`src/rtl/core/gtm_pkg.sv`:
```
// gtm_pkg: shared types, widths and constants of the gesture template matcher
// used by every module of the block, no dependencies of its own

package gtm_pkg;

    // default sizing of the reference table
    localparam int NUM_REFS_DEF     = 32;
    localparam int MAX_SEGMENTS_DEF = 16;

    // field widths fixed by the item layout
    localparam int OP_W        = 2;
    localparam int REF_IN_W    = 5;
    localparam int SEG_IN_W    = 4;
    localparam int DIR_W       = 9;
    localparam int LEN_W       = 10;
    localparam int DTOL_W      = 8;
    localparam int LTOL_W      = 10;
    localparam int RCFG_W      = 6;
    localparam int SEGCNT_W    = 5;
    localparam int SCORE_W     = 20;
    localparam int TERM_W      = 15;
    localparam int OUT_REF_W   = 5;
    localparam int OUT_CNT_W   = 5;
    localparam int REF_TAG_W   = 8;
    localparam int CFG_IDX_W   = 2;
    localparam int CFG_DATA_W  = 10;
    localparam int S_TDATA_W   = 32;
    localparam int M_TDATA_W   = 32;
    localparam int M_TUSER_W   = 2;

    // arithmetic constants
    localparam logic [DIR_W-1:0]   DEG_FULL   = 9'd360;
    localparam logic [TERM_W-1:0]  DIR_WEIGHT = 15'd100;
    localparam logic [SCORE_W-1:0] SCORE_MAX  = 20'hFFFFF;

    // register reset values
    localparam logic [DTOL_W-1:0] DIR_TOL_RST   = 8'd20;
    localparam logic [LTOL_W-1:0] LEN_TOL_RST   = 10'd200;
    localparam logic [RCFG_W-1:0] REF_COUNT_RST = 6'd0;

    typedef enum logic [OP_W-1:0] {
        OP_LOAD   = 2'd0,
        OP_APPEND = 2'd1,
        OP_MATCH  = 2'd2
    } t_op;

    typedef enum logic [CFG_IDX_W-1:0] {
        CFG_DIR_TOL   = 2'd0,
        CFG_LEN_TOL   = 2'd1,
        CFG_REF_COUNT = 2'd2
    } t_cfg_reg;

    typedef enum logic [1:0] {
        ST_IDLE,
        ST_SCAN,
        ST_DRAIN,
        ST_FINISH
    } t_state;

    // one segment comparison issued to the scorer
    typedef struct packed {
        logic                 valid;
        logic                 first;
        logic                 last;
        logic [REF_TAG_W-1:0] ref_id;
    } t_seg_tag;

    // verdict on one reference after its last segment
    typedef struct packed {
        logic                 valid;
        logic                 pass;
        logic [REF_TAG_W-1:0] ref_id;
        logic [SCORE_W-1:0]   score;
    } t_ref_done;

endpackage

```
`src/rtl/core/gtm_cand_mem.sv`:
```
// gtm_cand_mem: candidate segment store, one write and one registered read
// per cycle; depends on gtm_pkg

module gtm_cand_mem
    import gtm_pkg::*;
#(
    parameter int MAX_SEGMENTS = MAX_SEGMENTS_DEF
) (
    input  logic                 i_clk,
    input  logic                 i_wr_en,
    input  logic [$clog2(MAX_SEGMENTS > 1 ? MAX_SEGMENTS : 2)-1:0] i_wr_idx,
    input  logic [DIR_W-1:0]     i_wr_dir,
    input  logic [LEN_W-1:0]     i_wr_len,
    input  logic [$clog2(MAX_SEGMENTS > 1 ? MAX_SEGMENTS : 2)-1:0] i_rd_idx,
    output logic [DIR_W-1:0]     o_rd_dir,
    output logic [LEN_W-1:0]     o_rd_len
);

    logic [DIR_W+LEN_W-1:0] r_mem [MAX_SEGMENTS];
    logic [DIR_W+LEN_W-1:0] r_rd_word;

    always_ff @(posedge i_clk) begin
        if (i_wr_en) begin
            r_mem[i_wr_idx] <= {i_wr_dir, i_wr_len};
        end
        r_rd_word <= r_mem[i_rd_idx];
    end

    assign o_rd_dir = r_rd_word[DIR_W+LEN_W-1:LEN_W];
    assign o_rd_len = r_rd_word[LEN_W-1:0];

endmodule

```
`config.mk`:
```
export PLATFORM = sky130hd
export DESIGN_NAME = gtm_cand_mem
export DESIGN_NICKNAME = d
export VERILOG_FILES = /design/src/rtl/core/gtm_pkg.sv /design/src/rtl/core/gtm_cand_mem.sv
export SDC_FILE = /design/constraint.sdc
export NUM_CORES = 1
export LEC_CHECK = 0
export ABC_AREA = 1
export BUFFER_PORTS_ARGS = -buffer_cell sky130_fd_sc_hd__buf_2
export CAP_MARGIN = 20
export CORE_MARGIN = 2
export CORE_UTILIZATION = 58
export CTS_BUF_LIST = sky130_fd_sc_hd__clkbuf_8
export DETAILED_ROUTE_END_ITERATION = 7
export GPL_ROUTABILITY_DRIVEN = 0
export GPL_TIMING_DRIVEN = 0
export PLACE_DENSITY = 0.75
export SLEW_MARGIN = 20
export SYNTH_ARGS = -nofsm -noshare
export SYNTH_HDL_FRONTEND = slang
export SYNTH_SLANG_ARGS = --single-unit
```
`constraint.sdc`:
```
create_clock -name i_clk -period 4.89 [get_ports i_clk]
set_clock_uncertainty 0.15 [all_clocks]
set_input_delay 0.7335 -clock i_clk [delete_from_list [all_inputs] [get_ports i_clk]]
set_output_delay 0.7335 -clock i_clk [all_outputs]
set_load 0.01 [all_outputs]
```
==> impl_metrics.tcl <==
set metrics [dict create \
    fin_nets 1397 \
    die_w_um 157 \
    fin_hold_ws_ps 410 \
    worstSetupPathType "input port to register" \
    setup_tns_ps 0 \
    diodes 0 \
    numPortBuffers 45 \
    startpoint "i_rd_idx[2]" \
    antenna_left 0 \
    fin_crit_ps 2010 \
    die_y_um 157 \
    worst-path-max-fanout 10 \
    status "completed" \
    hpwl_mm 20.9 \
    cp_cell_sequence "buf_2 > inv_1 > buf_2 > buf_1 > nand3_1 > nand3_1 > nand2_1" \
    slew_violations 0 \
    area_growth_pct 12.2 \
    numCtsBuffers 50 \
    relSlewSlack 0.383 \
    yosys-top-cells-area "edfxtp_1, nand2_1, nand3_1, inv_1, dfxtp_1" \
    die_area_um2 24500 \
    cpMaxStageDelayCell "buf_1" \
    cts_buffer_depth 3 \
    syn_area_um2 13500 \
    path_clk_slew_ps 70 \
    r2r-end "r_rd_word[4]" \
    start_kind "input port" \
    layout_common_cells "nand2_1, edfxtp_1, inv_1, nand3_1, buf_2" \
    hold_class "input port to register" \
    grt_usage 0.281 \
    rsz0062_at_grt "false" \
    core_um2 22700 \
    fillers 1703 \
    reg2reg_setup_slack_ps 3630 \
    grt_start_max_net_pins 20 \
    routed-via-count 9303 \
    syn_area_per_cell_um2 10.6 \
    io_pins 48 \
    antenna_found_initial 0 \
    drc 0 \
    powerDensity_nw_per_um2 369 \
    critPathBufInv 4 \
    cp.arrival_ps 2300 \
    power.leakage_nw 6.61 \
    ys_types 15 \
    grt_first_pass_wirelength_mm 50.1 \
    synth_nets 1299 \
    cts_root_buffer "clkbuf_8" \
    drive_gt1_frac 0.121 \
    slowest_delay_ps 610 \
    cts_setup_buffers 0 \
    netlist.area_leader.share 0.677 \
    final_common_cell "nand2_1" \
    cap_violations 0 \
    fmax_mhz 498 \
    cts_hold_buf 0 \
    crit_family "buffers and inverters" \
    start_util 0.594 \
    tightest_slew_ps 926 \
    dp_cells 1601 \
    drt_first_pass_iters 8 \
    timing.hold.worst.start "i_wr_dir[7]" \
    ys_seq_area_frac 0.705 \
    ir_worst_vdd_mv 0.255 \
    clock_sinks 323 \
    required_ps 5180 \
    hold_depth 1 \
    wirelength_mm 33.4 \
    syn_inst 1270 \
    r2r_cells 6 \
    hold_viol_final 0 \
    holdPathEnd "r_mem[14][17]" \
    synth-seq-cells 323 \
    cts_tree "yes" \
    cp-end-kind "register" \
    wl_per_cell_um 19.7 \
    synth_warnings 0 \
    grt_pass1_vias 8893 \
    grt_overflow 0 \
    via_per_inst 5.49 \
    worstSkewPairLatency_ps 570 \
    final_cells 1695 \
    row_count 55 \
    cts_resized 0 \
    cts-htree-levels 2 \
    reg2reg_from "r_mem[1][4]" \
    setup_viol 0 \
    fin_crit_sh 0.410 \
    drt_iter0_markers 1020 \
    yosysTopAreaCell "edfxtp_1" \
]
worst register-to-register path, cell delays in order (launching register included):
cell and delay [ps]:
edfxtp_1 370, inv_1 70, nand2_1 50, nand3_1 90
nand3_1 100, nand3_1 230, nand2_1 100
metrics by stage:
step	instance area, µm²	power [mW]	setup slack, ps	util
6_report	15100	5.58	2880	0.666
5_1_grt	15100	5.75	2850	0.666
4_1_cts	15100	5.58	2950	0.666
3_5_place_dp	14200	3.57	2360	0.626
3_3_place_gp	14100	3.55	1590	0.620
2_1_floorplan	13500	3.38	2580	-
synthesized netlist by cell type, drive strengths merged:
cell      n
buf      50
dfxtp    19
nand2   404
clkinv    1
nand3b    2
inv     233
nor2     17
clkbuf   11
nand3   229
edfxtp  304
layout make-up:
class	count	area [µm²]	share of cell area
sequential	323	9510	0.628
multi-input combinational	652	2860	0.189
inverter	234	881	0.0582
clock buffer	56	771	0.0509
buffer	61	360	0.0238
tap	285	357	0.0236
timing repair buffer	46	245	0.0162
clock inverter	38	149	0.00984
cell families after synthesis:
logic type             Yosys count  synth area share
AND/OR/NAND/NOR                652             0.203
flip-flops                     323             0.705
buffers and inverters          295            0.0920
worst max-delay path by stage:
stage	end	slack [ps]	cells past startpoint
final	r_rd_word[7]	2880	7
after global routing	r_rd_word[8]	2850	6
after CTS	r_rd_word[8]	2950	6
after detailed placement	r_rd_word[7]	2360	7
after global placement	r_mem[15][15]	1590	3
after floorplan	r_mem[10][0]	2580	2
metal layers:
| metal | part of all wire | global-route usage | vias up | routed length [µm] |
|---|---|---|---|---|
| met4 | 0.037 | 0.116 | 0 | 1220 |
| met1 | 0.40 | 0.382 | 4374 | 13200 |
| met5 | 0 | 0 | - | 0 |
| li1 | - | - | 4302 | - |
| met3 | 0.095 | 0.0440 | 87 | 3160 |
| met2 | 0.47 | 0.459 | 540 | 15800 |
state kept, by name, summed over array words and instances (netlist names):
signal,count
r_mem,304
r_rd_word,19
report_power, final:
group | total [mW] | internal [mW] | switching [mW]
combinational | 0.405 | 0.112 | 0.294
clock | 2.06 | 1.05 | 1.02
sequential | 3.11 | 3.09 | 0.0148
(Power assumes the default switching activity.)
