### src/rtl/core/gtm_pkg.sv
// gtm_pkg: shared types, widths and constants of the gesture template matcher
// used by every module of the block, no dependencies of its own

package gtm_pkg;

    // default sizing of the reference table
    localparam int NUM_REFS_DEF     = 32;
    localparam int MAX_SEGMENTS_DEF = 16;

    // field widths fixed by the item layout
    localparam int OP_W        = 2;
    localparam int REF_IN_W    = 5;
    localparam int SEG_IN_W    = 4;
    localparam int DIR_W       = 9;
    localparam int LEN_W       = 10;
    localparam int DTOL_W      = 8;
    localparam int LTOL_W      = 10;
    localparam int RCFG_W      = 6;
    localparam int SEGCNT_W    = 5;
    localparam int SCORE_W     = 20;
    localparam int TERM_W      = 15;
    localparam int OUT_REF_W   = 5;
    localparam int OUT_CNT_W   = 5;
    localparam int REF_TAG_W   = 8;
    localparam int CFG_IDX_W   = 2;
    localparam int CFG_DATA_W  = 10;
    localparam int S_TDATA_W   = 32;
    localparam int M_TDATA_W   = 32;
    localparam int M_TUSER_W   = 2;

    // arithmetic constants
    localparam logic [DIR_W-1:0]   DEG_FULL   = 9'd360;
    localparam logic [TERM_W-1:0]  DIR_WEIGHT = 15'd100;
    localparam logic [SCORE_W-1:0] SCORE_MAX  = 20'hFFFFF;

    // register reset values
    localparam logic [DTOL_W-1:0] DIR_TOL_RST   = 8'd20;
    localparam logic [LTOL_W-1:0] LEN_TOL_RST   = 10'd200;
    localparam logic [RCFG_W-1:0] REF_COUNT_RST = 6'd0;

    typedef enum logic [OP_W-1:0] {
        OP_LOAD   = 2'd0,
        OP_APPEND = 2'd1,
        OP_MATCH  = 2'd2
    } t_op;

    typedef enum logic [CFG_IDX_W-1:0] {
        CFG_DIR_TOL   = 2'd0,
        CFG_LEN_TOL   = 2'd1,
        CFG_REF_COUNT = 2'd2
    } t_cfg_reg;

    typedef enum logic [1:0] {
        ST_IDLE,
        ST_SCAN,
        ST_DRAIN,
        ST_FINISH
    } t_state;

    // one segment comparison issued to the scorer
    typedef struct packed {
        logic                 valid;
        logic                 first;
        logic                 last;
        logic [REF_TAG_W-1:0] ref_id;
    } t_seg_tag;

    // verdict on one reference after its last segment
    typedef struct packed {
        logic                 valid;
        logic                 pass;
        logic [REF_TAG_W-1:0] ref_id;
        logic [SCORE_W-1:0]   score;
    } t_ref_done;

endpackage

### src/rtl/core/gtm_seg_scorer.sv
// gtm_seg_scorer: shared segment compare unit, one segment pair a cycle:
// error terms, tolerance check and saturating score accumulation; uses gtm_pkg

module gtm_seg_scorer
    import gtm_pkg::*;
(
    input  logic              i_clk,
    input  logic              i_rst_n,
    input  t_seg_tag          i_tag,
    input  logic [DIR_W-1:0]  i_cand_dir,
    input  logic [LEN_W-1:0]  i_cand_len,
    input  logic [DIR_W-1:0]  i_ref_dir,
    input  logic [LEN_W-1:0]  i_ref_len,
    input  logic [DTOL_W-1:0] i_dir_tol,
    input  logic [LTOL_W-1:0] i_len_tol,
    output t_ref_done         o_done,
    output logic              o_busy
);

    t_seg_tag            r_t1;
    t_seg_tag            r_t2;
    logic [TERM_W-1:0]   r_t2_term;
    logic                r_t2_pass;
    logic [SCORE_W-1:0]  r_acc;
    logic                r_fail;
    t_ref_done           r_done;

    logic [DIR_W-1:0]    dir_abs;
    logic [DIR_W-1:0]    dir_mod;
    logic [DIR_W-1:0]    dir_alt;
    logic [DTOL_W-1:0]   dir_err;
    logic [LEN_W-1:0]    len_err;
    logic [DTOL_W-1:0]   dir_margin;
    logic [LTOL_W-1:0]   len_margin;
    logic [TERM_W-1:0]   term;
    logic                seg_pass;
    logic [SCORE_W-1:0]  acc_base;
    logic [SCORE_W:0]    acc_sum;
    logic [SCORE_W-1:0]  acc_sat;
    logic                fail_nxt;

    // stage 1: memory data lines up with the tag, work out errors and term
    always_comb begin
        dir_abs    = (i_cand_dir > i_ref_dir) ? (i_cand_dir - i_ref_dir)
                                              : (i_ref_dir - i_cand_dir);
        dir_mod    = (dir_abs >= DEG_FULL) ? (dir_abs - DEG_FULL) : dir_abs;
        dir_alt    = DEG_FULL - dir_mod;
        dir_err    = (dir_mod < dir_alt) ? DTOL_W'(dir_mod) : DTOL_W'(dir_alt);
        len_err    = (i_cand_len > i_ref_len) ? (i_cand_len - i_ref_len)
                                              : (i_ref_len - i_cand_len);
        seg_pass   = (dir_err <= i_dir_tol) && (len_err <= i_len_tol);
        dir_margin = i_dir_tol - dir_err;
        len_margin = i_len_tol - len_err;
        term       = TERM_W'(dir_margin) * DIR_WEIGHT + TERM_W'(len_margin);
    end

    // stage 2: accumulate, restart on the first segment of a reference
    always_comb begin
        acc_base = r_t2.first ? '0 : r_acc;
        acc_sum  = {1'b0, acc_base} + (SCORE_W+1)'(r_t2_term);
        acc_sat  = acc_sum[SCORE_W] ? SCORE_MAX : acc_sum[SCORE_W-1:0];
        fail_nxt = (r_t2.first ? 1'b0 : r_fail) | ~r_t2_pass;
    end

    always_ff @(posedge i_clk) begin
        if (!i_rst_n) begin
            r_t1         <= '0;
            r_t2         <= '0;
            r_done.valid <= 1'b0;
        end else begin
            r_t1         <= i_tag;
            r_t2         <= r_t1;
            r_done.valid <= r_t2.valid & r_t2.last;
        end
        r_t2_term <= term;
        r_t2_pass <= seg_pass;
        if (r_t2.valid) begin
            r_acc  <= acc_sat;
            r_fail <= fail_nxt;
        end
        r_done.pass   <= ~fail_nxt;
        r_done.score  <= acc_sat;
        r_done.ref_id <= r_t2.ref_id;
    end

    assign o_done = r_done;
    assign o_busy = r_t1.valid | r_t2.valid | r_done.valid;

endmodule

### config.mk
export PLATFORM = sky130hd
export DESIGN_NAME = gtm_seg_scorer
export DESIGN_NICKNAME = d
export VERILOG_FILES = /design/src/rtl/core/gtm_pkg.sv /design/src/rtl/core/gtm_seg_scorer.sv
export SDC_FILE = /design/constraint.sdc
export NUM_CORES = 1
export LEC_CHECK = 0
export BUFFER_PORTS_ARGS = -buffer_cell sky130_fd_sc_hd__buf_2
export CAP_MARGIN = 20
export CORE_ASPECT_RATIO = 1.4
export CORE_UTILIZATION = 35
export CTS_BUF_LIST = sky130_fd_sc_hd__clkbuf_4
export DETAILED_ROUTE_END_ITERATION = 8
export GPL_ROUTABILITY_DRIVEN = 0
export GPL_TIMING_DRIVEN = 0
export HOLD_SLACK_MARGIN = 0.03
export PLACE_DENSITY = 0.61
export SLEW_MARGIN = 5
export SYNTH_ARGS = -nofsm -noshare
export SYNTH_HDL_FRONTEND = slang
export SYNTH_SLANG_ARGS = --single-unit
export TNS_END_PERCENT = 10
### constraint.sdc
create_clock -name i_clk -period 9.4 [get_ports i_clk]
set_input_delay 1.88 -clock i_clk [delete_from_list [all_inputs] [get_ports i_clk]]
set_output_delay 1.88 -clock i_clk [all_outputs]
set_load 0.03 [all_outputs]
==> results.toml <==
[yosys]
synth_seq_area_share = 0.280
synth_edf_count = 21
synth.distinct_cells = 70
synth_top_cell_area_share = 0.193
async_flop_share = 0
ys_ff_latch = 89
synth_warnings = 0
synthTopCellsByArea = "ha_1 (19%), dfxtp_1 (19%), edfxtp_1 (8.8%)"
syn_area_per_cell_um2 = 9.02
yosysTopAreaCell = "ha_1"
synth_nets = 980
synth_area_mm2 = 0.00713
synth_flop_cell = "dfxtp_1"
synth_cells = 790

[outcome]
status = "complete, no violations"

[setup_path]
r2r_start = "r_t2[9]$_SDFF_PN0_"
cp_common_cell = "ha_4"
r2r-end = "r_acc[9]$_DFFE_PP_"
start_kind = "input port"
cp_num_buf_inv = 7
critPathCaptureType = "flop"
crit_type = "input port to flop"
slowest_stage = "fa_1"
crit_family = "adder cells"
r2r_cells = 18
worstPathArrival_ps = 9570
cpPeakStageDelay_ps = 540
critPathRequiredTime_ps = 9740
reg2reg_slack_ps = 4670
cp_max_fo = 5

[die]
dieHeight_um = 171
dieArea_mm2 = 0.0209
io_pins = 100
core_region_area_mm2 = 0.0199
start_util = 0.358
die_x_um = 123
rows = 61

[place]
dp_slack_ps = -1070
place.detailed.hpwl_um = 12200
place_area_mm2 = 0.00814
place_inst = 1142
io_buffers = 99

[clock_network]
ctsRootBufferMaster = "clkbuf_4"
htree_levels = 3
cts_made_buffers = 9
cts_tree = "built"
clockBufferDepth = 2
clk_pin_slew_ps = 150
clk-insertion-delay-late_ps = 460
clock_sinks = 89

[grt]
grt_pass1_wl_um = 24600
grt_max_degree = 19
track_usage = 0.145
grt-ovfl-total = 0
antenna_found_initial = 2
grt_pass1_vias = 5504

[layout]
syn_to_final_growth_pct = 22.9
drive_gt1_frac = 0.247
fillCellCount = 1980
fin_nets = 1127
layout_commonest_cell = "buf_2"
final_cell_mix = "buf_2 (100), ha_1 (96), inv_1 (88)"
multi_input_area_mm2 = 0.00505
final_cell_area_mm2 = 0.00876
seq_area_mm2 = 0.00199
final_cell_count_no_fill = 1195
final_core_util = 0.440

[detailed_routing]
via_per_inst = 4.83
vias = 5775
wl_per_cell_um = 12.6
totalWireLength_um = 15000
postRouteAntennaNets = 0
initialDrtViolationCount = 230
firstDrtPassIters = 4
route.detailed.drc = 0

[sta]
fin_crit_ps = 9230
period_share = 0.982
finalWorstSetupSlack_ps = 171
fmax_mhz = 108
hold_viol = 0
slew_headroom = 0.488
maxSlewViolCount = 0
rsz0062_at_grt = "true"
fin_worst_skew_ps = 26.7
tightestPinTransition_ps = 747
setup_violations = 0

[worst_hold_path]
whs_endpoint = "o_done[22]$_DFF_P_"
hold_path_class = "flop to flop"
holdPathStages = 0
hp-start = "r_t2[2]$_SDFF_PN0_"

[flow_run]
drv_cap = 0
[layer usage]
layer,up-vias,share of wire,global-route usage
met5,-,0.00086,0
met4,2,0.015,0.0456
met3,19,0.022,0.0177
met2,72,0.55,0.276
met1,2660,0.41,0.165
li1,3022,-,-
[timing repair]
| item | 4_1_cts | 5_1_grt |
|---|---|---|
| pin swaps | 16 | 36 |
| setup endpoints to repair | 7 | 6 |
| hold buffers | 0 | 0 |
| gates resized for setup | 10 | 33 |
| buffers inserted | 15 | 21 |
[worst max-delay path by stage]
stage | cells after the start | from | end | slack (ps)
3_3_place_gp | 40 | i_cand_dir[1] | r_t2_term[14]$_DFF_P_ | -1110
6_report | 41 | i_cand_dir[1] | r_t2_term[13]$_DFF_P_ | 170
3_5_place_dp | 40 | i_cand_dir[1] | r_t2_term[14]$_DFF_P_ | -1070
2_1_floorplan | 42 | i_cand_dir[1] | r_t2_term[13]$_DFF_P_ | -30
5_1_grt | 40 | i_cand_dir[1] | r_t2_term[13]$_DFF_P_ | -170
4_1_cts | 43 | i_cand_dir[1] | r_t2_term[14]$_DFF_P_ | 6
[kinds of logic (layout without fill, tap and decap cells)]
family,Yosys count,count (layout),synth area share
buf+inv,112,264,0.0618
compound gates,185,185,0.180
mux,21,21,0.0311
fa+ha+maj,121,121,0.224
simple gates,200,200,0.147
flops,89,89,0.280
xor+xnor,62,62,0.0762
other cells,0,1,0
[synth_stat cells, drive strengths merged, types with 3 or more instances]
cell and instances:
nor3 7, o21bai 13, o21ai 42, a31oi 6, o21a 6, nand2b 11
nor2b 27, edfxtp 21, fa 11, and2 24, clkbuf 9, xnor2 31
a21o 23, nand2 43, a211o 6, buf 4, nand3 17, inv 99
and3 6, nand4 6, dfxtp 68, ha 110, nor2 40, mux2i 15
mux2 6, a21boi 4, xor2 31, or4 4, a21oi 47, or2 3
o211ai 7, a211oi 8, nor3b 3, o2111ai 3, or3 3
[area by class of cell]
cell class | count | share of cell area
Multi-Input combinational cell | 589 | 0.577
Sequential cell | 89 | 0.227
Timing Repair Buffer | 136 | 0.0931
Inverter | 99 | 0.0431
Tap cell | 252 | 0.0360
Clock inverter | 7 | 0.00814
Clock buffer | 9 | 0.00771
Buffer | 13 | 0.00757
Antenna cell | 1 | 0.000286
[worst register-to-register path, stage by stage (launching register included)]
cell	delay (ps)
dfxtp_1	400
clkbuf_1	430
nor2b_1	110
ha_1	210
inv_1	70
fa_1	190
nor2b_1	60
o21ai_0	200
a21boi_0	140
o21ai_0	220
a21boi_0	150
o21ai_0	240
a21boi_0	180
o31ai_1	410
a21oi_1	150
a41o_1	350
nand3_1	300
clkbuf_1	450
nand2_1	180
[metrics by stage]
stage	hold WS [ps]	setup TNS [ps]
2_1_floorplan	310	-29.1
4_1_cts	346	0
5_1_grt	351	-559
3_5_place_dp	313	-6080
6_report	345	0
3_3_place_gp	310	-6330
[registers in the layout (all words and copies together), names as in the netlist]
| signal | cells |
|---|---|
| r_t1 | 11 |
| r_acc | 20 |
| r_t2 | 11 |
| o_done | 30 |
| r_fail | 1 |
| r_t2_term | 15 |
| r_t2_pass | 1 |
Power is left out: the tool's default activity adds up to more than one toggle a clock period on the data nets, which glitch-free logic cannot reach.
